==> src/pgc_pkg.sv <==
package pgc_pkg;

  typedef enum logic [1:0] {
    OP_KIND = 2'd0,
    OP_EDGE = 2'd1,
    OP_PATH = 2'd2,
    OP_NONE = 2'd3
  } op_t;

  localparam logic [9:0] COST_PLAIN  = 10'd10;
  localparam logic [9:0] COST_BYPASS = 10'd4;

  typedef struct packed {
    logic [1:0] operation;
    logic [5:0] node;
    logic [5:0] target_node;
    logic       is_bypass;
    logic       last_in_path;
  } cmd_t;

endpackage

==> src/pgc_front.sv <==
module pgc_front
  import pgc_pkg::*;
(
  input  logic       clk,
  input  logic       rst,
  input  logic       in_valid,
  output logic       in_ready,
  input  cmd_t       in_cmd,
  output logic       q_valid,
  input  logic       q_ready,
  output cmd_t       q_cmd
);

  cmd_t       slot [2];
  logic       wr_ptr;
  logic       rd_ptr;
  logic [1:0] count;

  assign in_ready = (count != 2'd2);
  assign q_valid  = (count != 2'd0);
  assign q_cmd    = slot[rd_ptr];

  always_ff @(posedge clk) begin
    if (in_valid && in_ready) begin
      slot[wr_ptr] <= in_cmd;
    end
    if (rst) begin
      wr_ptr <= 1'b0;
      rd_ptr <= 1'b0;
      count  <= 2'd0;
    end else begin
      if (in_valid && in_ready) begin
        wr_ptr <= ~wr_ptr;
      end
      if (q_valid && q_ready) begin
        rd_ptr <= ~rd_ptr;
      end
      count <= count + {1'b0, in_valid && in_ready} - {1'b0, q_valid && q_ready};
    end
  end

endmodule

==> config.mk <==
export PLATFORM = sky130hd
export DESIGN_NAME = pgc_front
export DESIGN_NICKNAME = d
export VERILOG_FILES = /design/src/pgc_pkg.sv /design/src/pgc_front.sv
export SDC_FILE = /design/constraint.sdc
export NUM_CORES = 1
export LEC_CHECK = 0
export ABC_CLOCK_PERIOD_IN_PS = 5200
export BUFFER_PORTS_ARGS = -buffer_cell sky130_fd_sc_hd__buf_4
export CORE_UTILIZATION = 54
export DETAILED_ROUTE_END_ITERATION = 12
export GPL_TIMING_DRIVEN = 0
export MAX_ROUTING_LAYER = met4
export PLACE_DENSITY = 0.81
export SLEW_MARGIN = 20
export SYNTH_ARGS = -nofsm -noshare
export SYNTH_HDL_FRONTEND = slang
export SYNTH_SLANG_ARGS = --single-unit
==> constraint.sdc <==
create_clock -name clk -period 5.2 [get_ports clk]
set_input_delay 0 -clock clk [delete_from_list [all_inputs] [get_ports clk]]
set_output_delay 0 -clock clk [all_outputs]
set_load 0.005 [all_outputs]
==> summary.md <==
| Metric | Value |
|---|---|
| Slowest stage delay, CP | `0.37 ns` |
| Int Power | `0.000683 W` |
| Sequential share of power | `0.436` |
| Count of pins over their slew limit | `0` |
| Synth cell types | `16` |
| Reg clk slew, reported paths | `0.10 ns` |
| TritonCTS Sinks | `37` |
| Die H | `53.6 um` |
| Crit path DAT | `1.96 ns` |
| Cells after Synth | `74` |
| Register area | `1060 sq um` |
| Crit path buf inv count | `1` |
| Vias in the first global route | `862` |
| Crit-path cells | `o21a_2 -> ha_1 -> inv_1 -> ha_1 -> xor2_1 -> xnor2_1 -> nor2_1` |
| Slew at the pin closest to its max-slew limit | `0.826 ns` |
| Clk_lat worst skew | `0.34 ns` |
| Sw power | `0.000220 W` |
| Via count | `832` |
| DRC errors left | `0` |
| Routed Antenna Nets | `0` |
| Vias per cell | `5.01` |
| Setup_tns | `0 ns` |
| Mean Syn Cell Area | `19.4 sq um` |
| Post-Syn Nets | `96` |
| Tot GR Track Use | `0.220` |
| GPL Wtd Cong | `0.660` |
| Multi-input logic area | `354 sq um` |
| Max-Cap Viols | `0` |
| Chip width | `53.6 um` |
| Routed wire per std cell | `15.4 um` |
| Synth area leaders | `edfxtp_1 67%, mux2_4 11%, dfxtp_1 7.0%` |
| Core ar. | `2500 sq um` |
| TritonCTS Buffers | `5` |
| Tmin final | `1.72 ns` |
| Leak pwr | `0.825 nW` |
| Post-Syn Area | `1440 sq um` |
| Combinational cell fraction of total power | `0.295` |
| Area share of the largest cell type after synthesis | `0.668` |
| Area grow syn2layout | `41.0%` |
| Layout cell share with drive strength beyond 1 | `0.456` |
| Setup CP Type | `reg -> reg` |
| Yosys top cell by area | `edfxtp_1` |
| Post-Route WL | `2550 um` |
| Worst setup margin | `3.48 ns` |
| Clk pwr share | `0.269` |
| Final Hold Fails | `0` |
| Peak supply drop | `0.568 mV` |
| YS warnings | `0` |
| Fill cells | `148` |
| Die area | `2880 sq um` |
| Post-CTS sizing | `0` |
| Num rows | `18` |
| CP Launch Type | `flop` |
| Crit-path max FO | `4` |
| Critical Path RT | `5.44 ns` |
| Initial antenna violation count | `0` |
| Final net count | `157` |
| Post-detail-place hpwl | `1530 um` |
| Sw Ratio | `0.244` |
| Top cell by count, worst path | `ha_1` |
| Cell family with most CP delay | `adder cells` |
| TritonCTS clock tree | `built` |
| Sequential area share after synthesis | `0.737` |
| WP depth | `7` |
| Reg2Reg Depth | `7` |
| First-pass GRT wire length | `3910 um` |
| Largest net degree at the start of global routing | `17` |
| Drt pass-1 iters | `4` |
| Highest-delay cell along the critical path | `dfxtp_1` |
| Pre-CTS WS | `3.56 ns` |
| # diodes | `0` |
| H-Tree Depth | `2` |
| Num ports | `38` |
| Outcome | `finished, final reports clean` |
| Hold Path Depth | `3` |
| Fmax | `581 MHz` |
| Remaining global-route overflow | `0` |
| Fin crit share | `0.331` |
| PortBufs | `37` |
| 1st-iter DRT viols | `13` |
| Clk root buf | `clkbuf_4` |
| RSZ-0062 raised after global routing | `false` |
| Clock Path Buffers | `2` |
| Initial Util | `0.576` |
| Setup violations, final | `0` |
| Worst-case clock skew | `0.00915 ns` |
| Slew margin rel. | `0.449` |
| Seq cells post-synth | `37` |
| Worst Setup End Kind | `flop` |
| Hold Path Class | `in -> reg` |
| Power Density | `445 nW/um^2` |
## tightest hold or removal path: cells and delay by family
family / cells / cell delay (ns)
buf+inv: 1 / 0.09
mux: 1 / 0.20
simple gates: 1 / 0.07
## cells in the final DEF (no fill, tap or decap), types with 2 or more instances in the layout
master / count
mux2_1: 6
buf_6: 2
xnor2_1: 2
edfxtp_1: 32
ha_1: 2
bufinv_16: 2
nor2_1: 4
nor2b_1: 2
clkbuf_4: 5
dfxtp_1: 5
mux2_4: 11
dlygate4sd3_1: 17
buf_4: 37
## timing repair
item                                   4_1_cts  5_1_grt
endpoints found under the hold margin       36        0
hold buffers                                17        0
setup buffers                                0        0
## synthesized netlist by cell type (all sizes together)
master  number
edfxtp      32
mux2        17
dfxtp        5
nor2         5
buf          2
ha           2
nor2b        2
xnor2        2
and3         1
inv          1
nand2        1
nand2b       1
o21a         1
or2          1
xor2         1
## path summary, 6_finish.rpt
check                                    startpoint                   to  slack [ns]
worst max-delay path            count[1]$_SDFF_PP0_  count[1]$_SDFF_PP0_        3.48
worst min-delay path                       in_valid  wr_ptr$_SDFFE_PP0N_        0.03
worst max register to register  count[1]$_SDFF_PP0_  count[1]$_SDFF_PP0_        3.48
worst min register to register  rd_ptr$_SDFFE_PP0P_  rd_ptr$_SDFFE_PP0P_        0.57
## through the flow
step	hold WS (ns)	cell area [sq um]	power, W	util	instances
3_3_place_gp	0.185	1750	0.000640	0.702	141
5_1_grt	0.0421	2030	0.000944	0.812	166
3_5_place_dp	0.187	1760	0.000653	0.703	141
2_1_floorplan	0.0716	1440	0.000546	-	74
6_report	0.0346	2030	0.000903	0.812	166
4_1_cts	0.0250	2030	0.000903	0.812	166
## cell families (layout without fill, tap and decap cells)
logic type | Yosys count | count (layout) | share of synthesized area
flops | 37 | 37 | 0.737
mux | 17 | 17 | 0.162
simple gates | 11 | 11 | 0.0409
xor+xnor | 3 | 3 | 0.0183
buf+inv | 3 | 65 | 0.0183
fa+ha+maj | 2 | 2 | 0.0174
compound gates | 1 | 1 | 0.00609
## sequential cells by signal, indices dropped and copies added, names as in the netlist, named ones only
name,cells
wr_ptr,1
count,2
rd_ptr,1
slot,32
## cell type report
type / instances / share of cell area
tap: 30 / 0.0185
sequential: 37 / 0.523
clock buffer: 5 / 0.0185
timing repair buffer: 54 / 0.221
inverter: 1 / 0.00185
buffer: 2 / 0.0111
multi-input combinational: 34 / 0.174
clock inverter: 3 / 0.0321
## per-layer routing
metal	global-route usage	vias to the layer above	wire length, um
met5	-	-	0
met4	0.118	0	55
met3	0.0593	7	103
met2	0.377	28	1400
met1	0.228	399	993
li1	-	398	-
## power groups by stage
stage	clock network, W	registers (W)	logic, W
2_1_floorplan	0	0.000395	0.000151
3_3_place_gp	0	0.000397	0.000243
3_5_place_dp	0	0.000401	0.000252
4_1_cts	0.000245	0.000394	0.000264
5_1_grt	0.000253	0.000399	0.000292
6_report	0.000243	0.000394	0.000266
Power figures use the tool's default switching activity.
